===== config.mk =====
export PLATFORM = sky130hd
export DESIGN_NAME = three_phase_startup_ramp
export DESIGN_NICKNAME = d
export VERILOG_FILES = /design/src/design/tspr_pkg.sv /design/src/design/three_phase_startup_ramp.sv /design/src/design/tspr_step.sv
export SDC_FILE = /design/constraint.sdc
export NUM_CORES = 1
export LEC_CHECK = 0
export ABC_AREA = 1
export BUFFER_PORTS_ARGS = -buffer_cell sky130_fd_sc_hd__buf_2
export CAP_MARGIN = 30
export CORE_MARGIN = 8
export CORE_UTILIZATION = 58
export DETAILED_ROUTE_END_ITERATION = 10
export GPL_TIMING_DRIVEN = 0
export PLACE_DENSITY = 0.8
export SETUP_SLACK_MARGIN = 0.2
export SLEW_MARGIN = 20
export SYNTH_ARGS = -nofsm -noshare
export SYNTH_HDL_FRONTEND = slang
export SYNTH_SLANG_ARGS = --single-unit

===== constraint.sdc =====
create_clock -name clk -period 5 [get_ports clk]
set_input_delay 1 -clock clk [delete_from_list [all_inputs] [get_ports clk]]
set_output_delay 1 -clock clk [all_outputs]
set_load 0.1 [all_outputs]

===== src/design/tspr_pkg.sv =====
// Shared types and constants for the three-phase start-up ramp.
// Holds the configuration and sequencer state structs and register indexes.
// No dependencies.
`default_nettype none

package tspr_pkg;

  localparam int DelayW   = 16;
  localparam int StageW   = 8;
  localparam int PeriodW  = 8;
  localparam int CfgIdxW  = 4;
  localparam int CfgDataW = 16;

  // Configuration register indexes
  localparam logic [CfgIdxW-1:0] RegInitialDelay   = 4'd0;
  localparam logic [CfgIdxW-1:0] RegCoarseThresh   = 4'd1;
  localparam logic [CfgIdxW-1:0] RegCoarseDec      = 4'd2;
  localparam logic [CfgIdxW-1:0] RegFineThresh     = 4'd3;
  localparam logic [CfgIdxW-1:0] RegFineDec        = 4'd4;
  localparam logic [CfgIdxW-1:0] RegEarlyPeriod    = 4'd5;
  localparam logic [CfgIdxW-1:0] RegLatePeriod     = 4'd6;
  localparam logic [CfgIdxW-1:0] RegEarlyStages    = 4'd7;

  // Reset values of the configuration registers
  localparam logic [DelayW-1:0]  RstInitialDelay = 16'd20000;
  localparam logic [DelayW-1:0]  RstCoarseThresh = 16'd12000;
  localparam logic [DelayW-1:0]  RstCoarseDec    = 16'd1000;
  localparam logic [DelayW-1:0]  RstFineThresh   = 16'd4000;
  localparam logic [DelayW-1:0]  RstFineDec      = 16'd500;
  localparam logic [PeriodW-1:0] RstEarlyPeriod  = 8'd20;
  localparam logic [PeriodW-1:0] RstLatePeriod   = 8'd25;
  localparam logic [StageW-1:0]  RstEarlyStages  = 8'd8;

  // Phase indexes and coil patterns
  localparam logic [1:0] PhaseCoil0 = 2'd0;
  localparam logic [1:0] PhaseCoil1 = 2'd1;
  localparam logic [1:0] PhaseCoil2 = 2'd2;
  localparam logic [2:0] DriveOff   = 3'b000;
  localparam logic [2:0] DriveCoil0 = 3'b001;
  localparam logic [2:0] DriveCoil1 = 3'b010;
  localparam logic [2:0] DriveCoil2 = 3'b100;

  localparam logic [StageW-1:0] StageMax = 8'd255;

  typedef struct packed {
    logic [DelayW-1:0]  coarse_threshold;
    logic [DelayW-1:0]  coarse_decrement;
    logic [DelayW-1:0]  fine_threshold;
    logic [DelayW-1:0]  fine_decrement;
    logic [PeriodW-1:0] early_period;
    logic [PeriodW-1:0] late_period;
    logic [StageW-1:0]  early_stages;
  } cfg_t;

  typedef struct packed {
    logic [1:0]         phase_index;
    logic [2:0]         drive_lines;
    logic [DelayW-1:0]  countdown;
    logic [DelayW-1:0]  phase_delay;
    logic [StageW-1:0]  stage_count;
    logic [PeriodW-1:0] early_residue;
    logic [PeriodW-1:0] late_residue;
  } seq_state_t;

endpackage

`default_nettype wire


===== src/design/three_phase_startup_ramp.sv =====
// Three-phase start-up ramp: one tick transfer in, one result transfer out.
// Path: the input register holds the tick, then the result register holds its result.
// Throughput: one tick per cycle while out_stall is low; the sequencer state
// updates as the input register hands its tick to the result register.
// Reset (rst_n low, synchronous): config returns to defaults, coils off,
// countdown and stage zero, phase delay at the default initial delay.
`default_nettype none

module three_phase_startup_ramp
  import tspr_pkg::*;
(
  input  wire logic                clk,
  input  wire logic                rst_n,
  // configuration write port
  input  wire logic                cfg_we,
  input  wire logic [CfgIdxW-1:0]  cfg_index,
  input  wire logic [CfgDataW-1:0] cfg_data,
  // tick channel
  input  wire logic                in_valid,
  output logic                     in_stall,
  input  wire logic                in_enable,
  // result channel
  output logic                     out_valid,
  input  wire logic                out_stall,
  output logic [2:0]               out_drive,
  output logic [StageW-1:0]        out_stage,
  output logic [DelayW-1:0]        out_delay_us,
  output logic                     out_stage_changed
);

  cfg_t              cfg_r;
  seq_state_t        st_r;
  seq_state_t        st_nxt;
  logic              in_v_r;
  logic              in_en_r;
  logic              out_v_r;
  logic [2:0]        drive_r;
  logic [StageW-1:0] stage_r;
  logic [DelayW-1:0] delay_r;
  logic              changed_r;
  logic              changed_nxt;
  logic              advance;
  logic              in_load;

  // Move the held tick on when the result register is free or draining
  assign advance  = in_v_r && (!out_v_r || !out_stall);
  assign in_stall = in_v_r && !advance;
  assign in_load  = in_valid && !in_stall;

  tspr_step u_step (
    .enable        (in_en_r),
    .cfg           (cfg_r),
    .cur           (st_r),
    .nxt           (st_nxt),
    .stage_changed (changed_nxt)
  );

  // Control state, config and sequencer state
  always_ff @(posedge clk) begin
    if (!rst_n) begin
      cfg_r.coarse_threshold <= RstCoarseThresh;
      cfg_r.coarse_decrement <= RstCoarseDec;
      cfg_r.fine_threshold   <= RstFineThresh;
      cfg_r.fine_decrement   <= RstFineDec;
      cfg_r.early_period     <= RstEarlyPeriod;
      cfg_r.late_period      <= RstLatePeriod;
      cfg_r.early_stages     <= RstEarlyStages;
      st_r.phase_index       <= PhaseCoil0;
      st_r.drive_lines       <= DriveOff;
      st_r.countdown         <= '0;
      st_r.phase_delay       <= RstInitialDelay;
      st_r.stage_count       <= '0;
      st_r.early_residue     <= '0;
      st_r.late_residue      <= '0;
      in_v_r                 <= 1'b0;
      out_v_r                <= 1'b0;
    end else begin
      if (advance) begin
        st_r <= st_nxt;
      end
      // The user sends config writes only while idle; the block does not enforce it.
      if (cfg_we) begin
        case (cfg_index)
          RegInitialDelay: begin
            st_r.phase_delay <= (cfg_data == '0) ? DelayW'(1) : cfg_data;
          end
          RegCoarseThresh: cfg_r.coarse_threshold <= cfg_data;
          RegCoarseDec:    cfg_r.coarse_decrement <= cfg_data;
          RegFineThresh:   cfg_r.fine_threshold   <= cfg_data;
          RegFineDec:      cfg_r.fine_decrement   <= cfg_data;
          RegEarlyPeriod:  cfg_r.early_period     <= cfg_data[PeriodW-1:0];
          RegLatePeriod:   cfg_r.late_period      <= cfg_data[PeriodW-1:0];
          RegEarlyStages:  cfg_r.early_stages     <= cfg_data[StageW-1:0];
          default: ;
        endcase
      end
      if (in_load) begin
        in_v_r <= 1'b1;
      end else if (advance) begin
        in_v_r <= 1'b0;
      end
      if (advance) begin
        out_v_r <= 1'b1;
      end else if (!out_stall) begin
        out_v_r <= 1'b0;
      end
    end
  end

  // Payload registers: hold the tick and the result
  always_ff @(posedge clk) begin
    if (in_load) begin
      in_en_r <= in_enable;
    end
    if (advance) begin
      drive_r   <= st_nxt.drive_lines;
      stage_r   <= st_nxt.stage_count;
      delay_r   <= st_nxt.phase_delay;
      changed_r <= changed_nxt;
    end
  end

  assign out_valid         = out_v_r;
  assign out_drive         = drive_r;
  assign out_stage         = stage_r;
  assign out_delay_us      = delay_r;
  assign out_stage_changed = changed_r;

  // Coil lines are never driven two at a time
  a_drive_onehot: assert property (@(posedge clk) disable iff (!rst_n)
    $onehot0(st_r.drive_lines))
    else $error("more than one coil driven");

  // Phase delay never reaches zero
  a_delay_nonzero: assert property (@(posedge clk) disable iff (!rst_n)
    st_r.phase_delay != '0)
    else $error("phase delay is zero");

  // A stage advance only happens at the end of an electrical cycle
  a_change_on_coil2: assert property (@(posedge clk) disable iff (!rst_n)
    (out_v_r && changed_r) |-> (drive_r == DriveCoil2))
    else $error("stage change away from coil 2");

  // A blocked tick stays in the input register
  a_tick_held: assert property (@(posedge clk) disable iff (!rst_n)
    (in_v_r && out_v_r && out_stall) |=> in_v_r)
    else $error("held tick dropped");

endmodule

`default_nettype wire


===== src/design/tspr_step.sv =====
// Next-state logic of the start-up sequencer for one microsecond tick.
// Purely combinational; uses tspr_pkg for the state and config structs.
`default_nettype none

module tspr_step
  import tspr_pkg::*;
(
  input  wire logic       enable,
  input  wire cfg_t       cfg,
  input  wire seq_state_t cur,
  output seq_state_t      nxt,
  output logic            stage_changed
);

  logic [PeriodW:0]  early_inc;
  logic [PeriodW:0]  late_inc;
  logic [PeriodW:0]  early_lim;
  logic [PeriodW:0]  late_lim;
  logic              early_wrap;
  logic              late_wrap;
  logic              check_due;
  logic              coarse_hit;
  logic              fine_hit;
  logic [DelayW-1:0] coarse_val;
  logic [DelayW-1:0] fine_val;
  logic [DelayW-1:0] delay_eff;

  // Residue counters: a period of zero acts as 256
  always_comb begin
    early_inc  = {1'b0, cur.early_residue} + 1'b1;
    late_inc   = {1'b0, cur.late_residue} + 1'b1;
    early_lim  = (cfg.early_period == '0) ? {1'b1, {PeriodW{1'b0}}}
                                          : {1'b0, cfg.early_period};
    late_lim   = (cfg.late_period == '0) ? {1'b1, {PeriodW{1'b0}}}
                                         : {1'b0, cfg.late_period};
    early_wrap = (early_inc >= early_lim);
    late_wrap  = (late_inc >= late_lim);
    check_due  = (cur.stage_count < cfg.early_stages) ? early_wrap : late_wrap;
  end

  // Floored decrements for the coarse and fine regions
  always_comb begin
    coarse_hit = (cur.phase_delay > cfg.coarse_threshold);
    fine_hit   = (cur.phase_delay > cfg.fine_threshold);
    coarse_val = (cfg.coarse_decrement >= cur.phase_delay) ? DelayW'(1)
                 : cur.phase_delay - cfg.coarse_decrement;
    fine_val   = (cfg.fine_decrement >= cur.phase_delay) ? DelayW'(1)
                 : cur.phase_delay - cfg.fine_decrement;
  end

  // Advance the phase, run the end-of-cycle stage check, reload the countdown
  always_comb begin
    nxt           = cur;
    stage_changed = 1'b0;
    delay_eff     = cur.phase_delay;
    if (enable) begin
      if (cur.countdown == '0) begin
        case (cur.phase_index)
          PhaseCoil1: begin
            nxt.drive_lines = DriveCoil1;
            nxt.phase_index = PhaseCoil2;
          end
          PhaseCoil2: begin
            nxt.drive_lines   = DriveCoil2;
            nxt.phase_index   = PhaseCoil0;
            nxt.early_residue = early_wrap ? '0 : early_inc[PeriodW-1:0];
            nxt.late_residue  = late_wrap ? '0 : late_inc[PeriodW-1:0];
            if (check_due && (coarse_hit || fine_hit)) begin
              delay_eff     = coarse_hit ? coarse_val : fine_val;
              stage_changed = 1'b1;
              if (cur.stage_count != StageMax) begin
                nxt.stage_count = cur.stage_count + 1'b1;
              end
            end
          end
          default: begin
            nxt.drive_lines = DriveCoil0;
            nxt.phase_index = PhaseCoil1;
          end
        endcase
        if (delay_eff == '0) begin
          delay_eff = DelayW'(1);
        end
        nxt.phase_delay = delay_eff;
        nxt.countdown   = delay_eff - 1'b1;
      end else begin
        nxt.countdown = cur.countdown - 1'b1;
      end
    end
  end

endmodule

`default_nettype wire


==> results of run 1 <==
[sequential cells by signal, summed over array words and instances (netlist names), 3 cells and up]
signal	cells
cfg_r	88
out_delay_us	16
out_drive	3
out_stage	8
st_r	61
[synthesized netlist by cell type, types with 10 or more instances]
| master | instances | area, µm² |
|---|---|---|
| dfxtp_1 | 151 | 3020 |
| xor2_1 | 24 | 210 |
| clkbuf_1 | 40 | 150 |
| inv_2 | 16 | 60.1 |
| nor2_1 | 141 | 529 |
| nand2_2 | 20 | 125 |
| a21oi_1 | 160 | 801 |
| o211ai_1 | 16 | 120 |
| edfxtp_1 | 29 | 871 |
| nand2_1 | 414 | 1550 |
| ha_1 | 95 | 1190 |
| nand4_1 | 23 | 144 |
| o21ai_0 | 114 | 571 |
| nor2_2 | 28 | 175 |
| a22oi_1 | 15 | 113 |
| a221oi_1 | 10 | 87.6 |
| nand3_1 | 56 | 280 |
| inv_1 | 289 | 1080 |
| xnor2_1 | 10 | 87.6 |
[cells in the final DEF (no fill, tap or decap), types with 3 or more instances in the layout]
master	count
a21o_1	3
a21oi_1	160
a221oi_1	10
a22oi_1	15
and2_1	6
buf_2	59
clkbuf_1	39
clkbuf_16	17
clkinv_8	4
dfxtp_1	150
edfxtp_1	29
ha_1	95
inv_1	289
inv_12	5
inv_2	16
inv_8	4
nand2_1	414
nand2_2	20
nand2_4	6
nand3_1	56
nand3_2	9
nand3b_1	3
nand4_1	23
nor2_1	140
nor2_2	29
nor2_4	7
nor3_1	8
nor4_1	9
o211ai_1	16
o21ai_0	114
o21ai_1	6
xnor2_1	10
xor2_1	24
[metal layers]
layer / wire length (µm) / GRT usage [%]
met1: 14500 / 34.4
met2: 16500 / 46.0
met3: 3090 / 4.27
met4: 2030 / 15.2
met5: 0 / 0
[worst max-delay path: cells and delay by family (launching register included)]
family	cells	cell delay (ps)
xor gates and xnor gates	1	170
DFF	1	400
AOI/OAI and AO/OA	5	600
buffers and inverters	1	250
and+or+nand+nor	19	2130
adders and majority gates	3	740
[area by class of cell]
class                      count  share of cell area [%]
tap                          270                    2.56
sequential                   180                    29.5
inverter                     307                    8.74
clock buffer                  17                    3.22
buffer                        53                    1.81
timing repair buffer          53                    2.12
multi-input combinational   1205                    50.5
clock inverter                15                    1.56
[power by group through the flow]
stage	Sequential (mW)	Combinational, mW	Clock (mW)
2_1_floorplan	1.67	0.530	0
3_3_place_gp	1.60	0.802	0
3_5_place_dp	1.60	0.818	0
4_1_cts	1.57	0.824	1.42
5_1_grt	1.57	0.921	1.48
6_report	1.57	0.842	1.43
[logic make-up (layout without fill, tap and decap cells)]
logic type	after synthesis	in the layout
flops	180	180
compound gates	338	338
buf+inv	360	445
simple gates	736	736
fa+ha+maj	97	97
xor+xnor	34	34
[through the flow]
step,util [%],hold WS (ps),instances
global placement,62.0,437,2067
floorplan,-,427,1745
CTS,65.2,460,2100
global route,65.3,473,2100
finish,65.3,458,2100
detailed placement,62.1,449,2068
[final timing paths]
path / start / end / slack [ps]
min: st_r[57] / st_r[57] / 460
min reg2reg: st_r[57] / st_r[57] / 460
max reg2reg: st_r[8] / st_r[54] / 600
max: st_r[8] / st_r[54] / 600
[what timing repair did]
item,in CTS,in global routing
setup endpoints to repair,0,2
resized for setup,0,3
buffers inserted,0,0
==> impl_metrics.yaml, run 1 <==
run_status:
  status: "finished clean"
finish:
  fin_area_mm2: 0.0132
  fill_cells: 1769
  fin_nets: 1940
  register_area_mm2: 0.00389
  synthToLayoutAreaGrowth_pct: 10.5
  antennaDiodeCount: 0
  multi_input_area_mm2: 0.00667
  drive_gt1_share_pct: 10.7
cts:
  clock_latency_ps: 450
  cts_buffers: 17
  cts_tree: "yes"
  cts.clk_slew.worst_paths_ps: 80
  ctsHoldBuffers: 0
  cts_max_level: 4
  cts-root-buf: "clkbuf_16"
  cts_num_sinks: 180
  cts_max_path_buffers: 2
place:
  dp.final_hpwl_um: 27000
  pre_cts_ws_ps: 572
  postPlaceCellArea_mm2: 0.0126
  io_buffers: 52
  gp_congestion: 0.949
pwr:
  switching_share_pct: 35.7
  p_total_mw: 3.83
  ir_drop_uv: 233
  pwr-share-comb_pct: 21.9
  clockPowerShare_pct: 37.2
  pwr-share-seq_pct: 40.9
  leakagePower_nw: 6.56
  p_int_mw: 2.47
  p_switching_mw: 1.37
  powerDensity_mw_per_mm2: 290
synthesis:
  yosysSeqAreaShare_pct: 32.6
  yosys_register_bits: 180
  synth_top_family_by_area: "simple AND/OR/NAND/NOR gates"
  synth_cell_types: 52
  synth_mux_area_share_pct: 0
  synth-simple-area-share_pct: 27.2
  synth_area_mm2: 0.0119
  yosysWarnings: 0
  synth-edff-count: 29
  syn_area_per_cell_um2: 6.85
  synth_xor_area_share_pct: 2.49
  syn-num-nets: 1868
  synth_fa_ha_area_share_pct: 10.3
  async_flop_share_pct: 0
  synth-compound-area-share_pct: 15.8
  synthFlopType: "dfxtp_1"
  synthCells: 1745
die:
  placementRows: 52
  die-area_mm2: 0.0254
  coreArea_mm2: 0.0202
  die_x_um: 160
  start_util_pct: 59.1
  die_y_um: 160
  ios: 56
timing:
  rsz0062_at_grt: "false"
  fin_crit_ps: 4400
  finalCritPeriodShare_pct: 88.1
  max-slew-margin-rel_pct: 37.7
  worst_slew_pin_slew_ps: 935
  final.setup.worst_slack_ps: 597
  setup_viol: 0
  clock.fmax_mhz: 227
  setup_tns_ps: 0
  final_hold_viol_count: 0
  skew_ps: 15.5
  slew_violations: 0
global_route:
  grt_start_max_net_pins: 34
  overflow: 0
  grt_pass1_wl_um: 56900
  grt_pass1_vias: 11000
  antenna_found_initial: 0
  grt_usage_pct: 27.9
routing:
  dr.pass1.iters: 6
  post_drt_wl_per_cell_um: 17.2
  ant_nets: 0
  vias_per_cell: 5.61
  vias: 11800
  post-route-drc-count: 0
  wirelength_um: 36100
  drt_iter0_drc: 1102
setup_path:
  critPathMaxStageDelay_ps: 400
  endpoint_kind: "register"
  critPathLaunchType: "register"
  worstPathMaxFanout: 10
  path_class: "register to register"
  crit_required_ps: 5330
  slowest_stage: "dfxtp_2"
  cp_data_arrival_time_ps: 4730
  worstRegToRegCells: 29
hold_path:
  hp-class: "register to register"
  hold_path_depth: 2
job:
  max_cap_viol_count: 0
No activity file was read; power rests on OpenSTA's default activity.
==> run 2: changes to the inputs <==
--- a/config.mk
+++ b/config.mk
@@ -8,13 +8,13 @@
 export ABC_AREA = 1
 export BUFFER_PORTS_ARGS = -buffer_cell sky130_fd_sc_hd__buf_2
 export CAP_MARGIN = 30
+export CORE_ASPECT_RATIO = 1.75
 export CORE_MARGIN = 8
 export CORE_UTILIZATION = 58
 export DETAILED_ROUTE_END_ITERATION = 10
 export GPL_TIMING_DRIVEN = 0
 export PLACE_DENSITY = 0.8
 export SETUP_SLACK_MARGIN = 0.2
-export SLEW_MARGIN = 20
 export SYNTH_ARGS = -nofsm -noshare
 export SYNTH_HDL_FRONTEND = slang
 export SYNTH_SLANG_ARGS = --single-unit
==> run 2 against run 1 <==
Combinational power up 1%; global-route usage rose by 1.0 points; worst setup slack lost 150 ps; clock skew decreased by 2.6 ps; critical path depth decreased by 1; critical endpoint unchanged; largest power group unchanged.
==> impl_metrics.yaml, run 2 (same netlist as run 1, synthesis figures left out) <==
pwr:
  pwr-share-comb_pct: 22.5
  leakagePower_nw: 6.55
  p_switching_mw: 1.25
  powerDensity_mw_per_mm2: 289
  switching_share_pct: 33.1
  ir_drop_uv: 318
  clockPowerShare_pct: 36.0
  p_int_mw: 2.54
  pwr-share-seq_pct: 41.4
place:
  dp_cells: 2045
  postPlaceCellArea_mm2: 0.0125
  pre_cts_ws_ps: 545
  dp.final_hpwl_um: 29400
  gp_congestion: 0.954
  io_buffers: 52
finish:
  fin_area_mm2: 0.0131
  largest_register_ffs: 88
  drive_gt1_share_pct: 10.4
  fin_cells: 2076
  fin_nets: 1939
  synthToLayoutAreaGrowth_pct: 9.79
  antennaDiodeCount: 0
  layout_commonest_cell: "nand2_1"
  final_cell_mix: "nand2_1 (414), inv_1 (289), a21oi_1 (159)"
  largest-register: "cfg_r"
timing:
  max-slew-margin-rel_pct: 37.9
  final_hold_viol_count: 0
  finalCritPeriodShare_pct: 91.1
  skew_ps: 12.9
  final.setup.worst_slack_ps: 443
  timing.hold.ws_ps: 458
  clock.fmax_mhz: 219
  setup_viol: 0
  setup_tns_ps: 0
  rsz0062_at_grt: "false"
  fin_crit_ps: 4560
  slew_violations: 0
  worst_slew_pin_slew_ps: 931
setup_path:
  rrSetupSlack_ps: 440
  rr_startpoint: "st_r[8]"
  worstPathMaxFanout: 10
  crit_required_ps: 5340
  setup.worst_path.start: "st_r[8]"
  endpoint_kind: "register"
  path_depth: 28
  cp_data_arrival_time_ps: 4900
  path_class: "register to register"
  critPathMaxStageDelay_ps: 410
  critPathLaunchType: "register"
  crit_buf_inv: 1
  worstRegToRegCells: 28
  critPathCapture: "st_r[54]"
  critPathTopFamily: "simple AND/OR/NAND/NOR gates"
  critPathMostFrequentCell: "nand2_1"
  slowest_stage: "dfxtp_1"
  reg2reg_to: "st_r[54]"
global_route:
  grt_usage_pct: 28.9
  antenna_found_initial: 0
  overflow: 0
  grt_pass1_vias: 11600
  grt_start_max_net_pins: 38
  grt_pass1_wl_um: 58300
cts:
  clock_latency_ps: 450
  cts-root-buf: "clkbuf_16"
  cts_buffers: 17
  postCtsSetupBuffers: 0
  cts.clk_slew.worst_paths_ps: 70
  cts_max_level: 4
  cts_num_sinks: 180
  cts_tree: "yes"
  cts_max_path_buffers: 2
routing:
  vias: 11900
  post-route-drc-count: 0
  vias_per_cell: 5.71
  dr.pass1.iters: 6
  wirelength_um: 37600
  post_drt_wl_per_cell_um: 18.1
  drt_iter0_drc: 865
  ant_nets: 0
die:
  die-area_mm2: 0.0256
  placementRows: 69
  die_x_um: 125
  ios: 56
  die_y_um: 206
  start_util_pct: 58.9
  coreArea_mm2: 0.0203
hold_path:
  hp-class: "register to register"
run_status:
  status: "finished clean"
job:
  max_cap_viol_count: 0
==> run 2: cell count changes in the layout (fill, tap and decap cells not counted), moves of 2 or more <==
cell       previous run  this run
clkinv_4              0         2
inv_8                 4         0
clkinv_2              0         2
inv_12                5         0
clkbuf_8              0         2
clkinv_8              4         0
clkbuf_16            17        19
==> run 2: area by class of cell <==
| type | instances | area, µm² |
|---|---|---|
| inverters | 307 | 1150 |
| well taps | 248 | 310 |
| multi-input cells | 1205 | 6670 |
| plain buffers | 53 | 239 |
| flip-flops and latches | 180 | 3890 |
| clock inverters | 9 | 87.6 |
| repair buffers | 52 | 260 |
| clock buffers | 22 | 507 |
| fillers | 1851 | 7170 |
==> run 2: worst reg2reg max path, delay by kind of cell, from the launching register on <==
kind	cells	cell delay, ps
flops	1	410
xor+xnor	1	180
fa+ha+maj	3	750
simple gates	18	2150
buf+inv	1	250
compound gates	5	710
==> run 2: power groups by stage <==
stage	combinational, mW	sequential (mW)	clock (mW)
after floorplan	0.530	1.67	0
after global placement	0.824	1.60	0
after detailed placement	0.836	1.60	0
after CTS	0.841	1.57	1.36
after global routing	0.935	1.57	1.42
final	0.854	1.57	1.37
==> run 2: metal layers <==
layer / up-vias / wire length, µm / global-route usage (%)
li1: 5754 / - / -
met1: 5374 / 13000 / 28.1
met2: 515 / 18500 / 52.1
met3: 209 / 2560 / 4.80
met4: 0 / 3570 / 26.2
met5: - / 0 / 0
==> run 2: how the worst min path moves through the flow <==
stage | from | end | cells past startpoint
2_1_floorplan | st_r[56] | st_r[56] | 2
3_3_place_gp | st_r[57] | st_r[57] | 2
3_5_place_dp | st_r[57] | st_r[57] | 2
4_1_cts | st_r[57] | st_r[57] | 2
5_1_grt | st_r[57] | st_r[57] | 2
6_report | st_r[57] | st_r[57] | 2
==> run 2: stage by stage <==
step	total power, mW	utilization (%)
finish	3.79	64.7
global placement	2.42	61.7
global route	3.93	64.7
floorplan	2.20	-
detailed placement	2.44	61.7
CTS	3.77	64.6
==> run 2: timing repair <==
item                       in CTS  in global routing
setup endpoints to repair       0                  2
resized for setup               0                  1
hold buffers                    0                  0
==> run 3: changes to the inputs <==
--- a/config.mk
+++ b/config.mk
@@ -8,12 +8,14 @@
 export ABC_AREA = 1
 export BUFFER_PORTS_ARGS = -buffer_cell sky130_fd_sc_hd__buf_2
 export CAP_MARGIN = 30
+export CELL_PAD_IN_SITES_DETAIL_PLACEMENT = 1
+export CELL_PAD_IN_SITES_GLOBAL_PLACEMENT = 2
 export CORE_ASPECT_RATIO = 1.75
 export CORE_MARGIN = 8
-export CORE_UTILIZATION = 58
+export CORE_UTILIZATION = 36
 export DETAILED_ROUTE_END_ITERATION = 10
 export GPL_TIMING_DRIVEN = 0
-export PLACE_DENSITY = 0.8
+export PLACE_DENSITY = 0.86
 export SETUP_SLACK_MARGIN = 0.2
 export SYNTH_ARGS = -nofsm -noshare
 export SYNTH_HDL_FRONTEND = slang
==> run 3 against run 2 <==
Non-clock buffer count up 2; critical endpoint unchanged; sequential power about the same; global-route usage down 6.0 points; cell count up 7.7%; combinational power up 3.0%; die area up 54%; via count down 1.6%; critical path type unchanged; sequential cell count unchanged; hold slack about the same; clock skew down 2.7 ps.
==> impl_metrics.yaml, run 3 (same netlist as run 1, synthesis figures left out) <==
run_status:
  status: "finished clean"
die:
  ios: 56
  coreArea_mm2: 0.0328
  placementRows: 88
  die-area_mm2: 0.0395
  die_y_um: 257
  start_util_pct: 36.4
  die_x_um: 154
cts:
  cts_buffers: 17
  cts-root-buf: "clkbuf_16"
  cts_num_sinks: 180
  cts_tree: "yes"
  cts_max_level: 4
  cts.clk_slew.worst_paths_ps: 70
  clock_latency_ps: 460
  cts_max_path_buffers: 2
job:
  max_cap_viol_count: 0
timing:
  rsz0062_at_grt: "false"
  fin_crit_ps: 4550
  max-slew-margin-rel_pct: 34.4
  slew_violations: 0
  final_hold_viol_count: 0
  setup_viol: 0
  skew_ps: 10.2
  setup_tns_ps: 0
  finalCritPeriodShare_pct: 91.0
  worst_slew_pin_slew_ps: 985
  clock.fmax_mhz: 220
  final.setup.worst_slack_ps: 451
place:
  dp.final_hpwl_um: 36000
  io_buffers: 52
  gp_congestion: 0.913
  pre_cts_ws_ps: 237
setup_path:
  crit_buf_inv: 1
  worstPathMaxFanout: 10
  endpoint_kind: "register"
  rrSetupSlack_ps: 450
  worstRegToRegCells: 29
  critPathMaxStageDelay_ps: 420
  critPathTopFamily: "simple AND/OR/NAND/NOR gates"
  path_class: "register to register"
  crit_required_ps: 5350
  reg2reg_to: "st_r[54]"
  critPathMostFrequentCell: "nand2_1"
  rr_startpoint: "st_r[0]"
  cp_data_arrival_time_ps: 4900
  slowest_stage: "dfxtp_1"
  critPathLaunchType: "register"
global_route:
  grt_pass1_wl_um: 69200
  grt_usage_pct: 22.9
  grt_pass1_vias: 12600
  antenna_found_initial: 0
  grt_start_max_net_pins: 38
  overflow: 0
finish:
  drive_gt1_share_pct: 10.8
  layout_commonest_cell: "nand2_1"
  largest-register: "cfg_r"
  synthToLayoutAreaGrowth_pct: 11.7
  final_cell_mix: "nand2_1 (413), inv_1 (289), a21oi_1 (159)"
  fin_nets: 1941
  antennaDiodeCount: 0
  final_core_util_pct: 40.7
  largest_register_ffs: 88
routing:
  post_drt_wl_per_cell_um: 20.1
  vias: 11700
  post-route-drc-count: 0
  wirelength_um: 44900
  ant_nets: 0
  vias_per_cell: 5.22
  dr.pass1.iters: 5
  drt_iter0_drc: 486
hold_path:
  hp-start: "st_r[57]"
  hp-class: "register to register"
  hold_end: "st_r[57]"
  hold_path_depth: 2
pwr:
  ir_drop_uv: 290
  powerDensity_mw_per_mm2: 289
  leakagePower_nw: 6.55
[run 3: changes by cell type in the layout (fill, tap and decap cells not counted), moves of 2 or more]
cell       before  now
clkinv_2        2    0
buf_4           1    3
inv_6           2    5
clkbuf_8        2    0
clkbuf_16      19   17
inv_8           0    2
[run 3: power by group]
group | switching, mW | total (mW) | internal [mW] | leakage [nW]
combinational | 0.639 | 0.880 | 0.241 | 4.76
sequential | 0.0503 | 1.57 | 1.52 | 1.50
clock | 0.652 | 1.41 | 0.754 | 0.291
[run 3: layout make-up]
class                      instances  area (µm²)
timing repair buffer              54         275
sequential                       180        3890
fill                            4262       19500
buffer                            53         241
clock buffer                      18         429
tap                              405         507
clock inverter                    14         166
multi-input combinational       1205        6680
inverter                         307        1150
[run 3: worst max path at each step]
stage | to | start | depth (start not counted)
2_1_floorplan | st_r[54] | st_r[8] | 29
3_3_place_gp | st_r[54] | st_r[0] | 29
3_5_place_dp | st_r[54] | st_r[8] | 27
4_1_cts | st_r[54] | st_r[8] | 27
5_1_grt | st_r[54] | st_r[0] | 29
6_report | st_r[54] | st_r[0] | 29
[run 3: worst min-delay path: stages (launching register included)]
cell and delay [ps]:
dfxtp_1 300, inv_1 60, a21oi_1 50
[run 3: stage by stage]
step / total power, mW / hold WS (ps) / cells / instance area [µm²]
after floorplan: 2.20 / 427 / 1745 / 11900
after global placement: 2.46 / 437 / 2202 / 12700
after CTS: 3.88 / 458 / 2234 / 13300
final: 3.86 / 458 / 2236 / 13400
after detailed placement: 2.48 / 448 / 2202 / 12700
after global routing: 4.02 / 490 / 2236 / 13400
[run 3: timing repair]
action,CTS,global route
setup buffers,0,2
resized for setup,0,7
setup endpoints to repair,0,4
hold buffers,0,0
endpoints found under the hold margin,0,0
[run 3: routing by layer]
layer  GRT usage [%]  part of all wire [%]  vias up
li1                -                     -     5752
met1            22.2                    37     5599
met2            44.6                    54      201
met3            2.92                   2.6      110
met4            14.2                   6.2        0
met5               0                     0        -
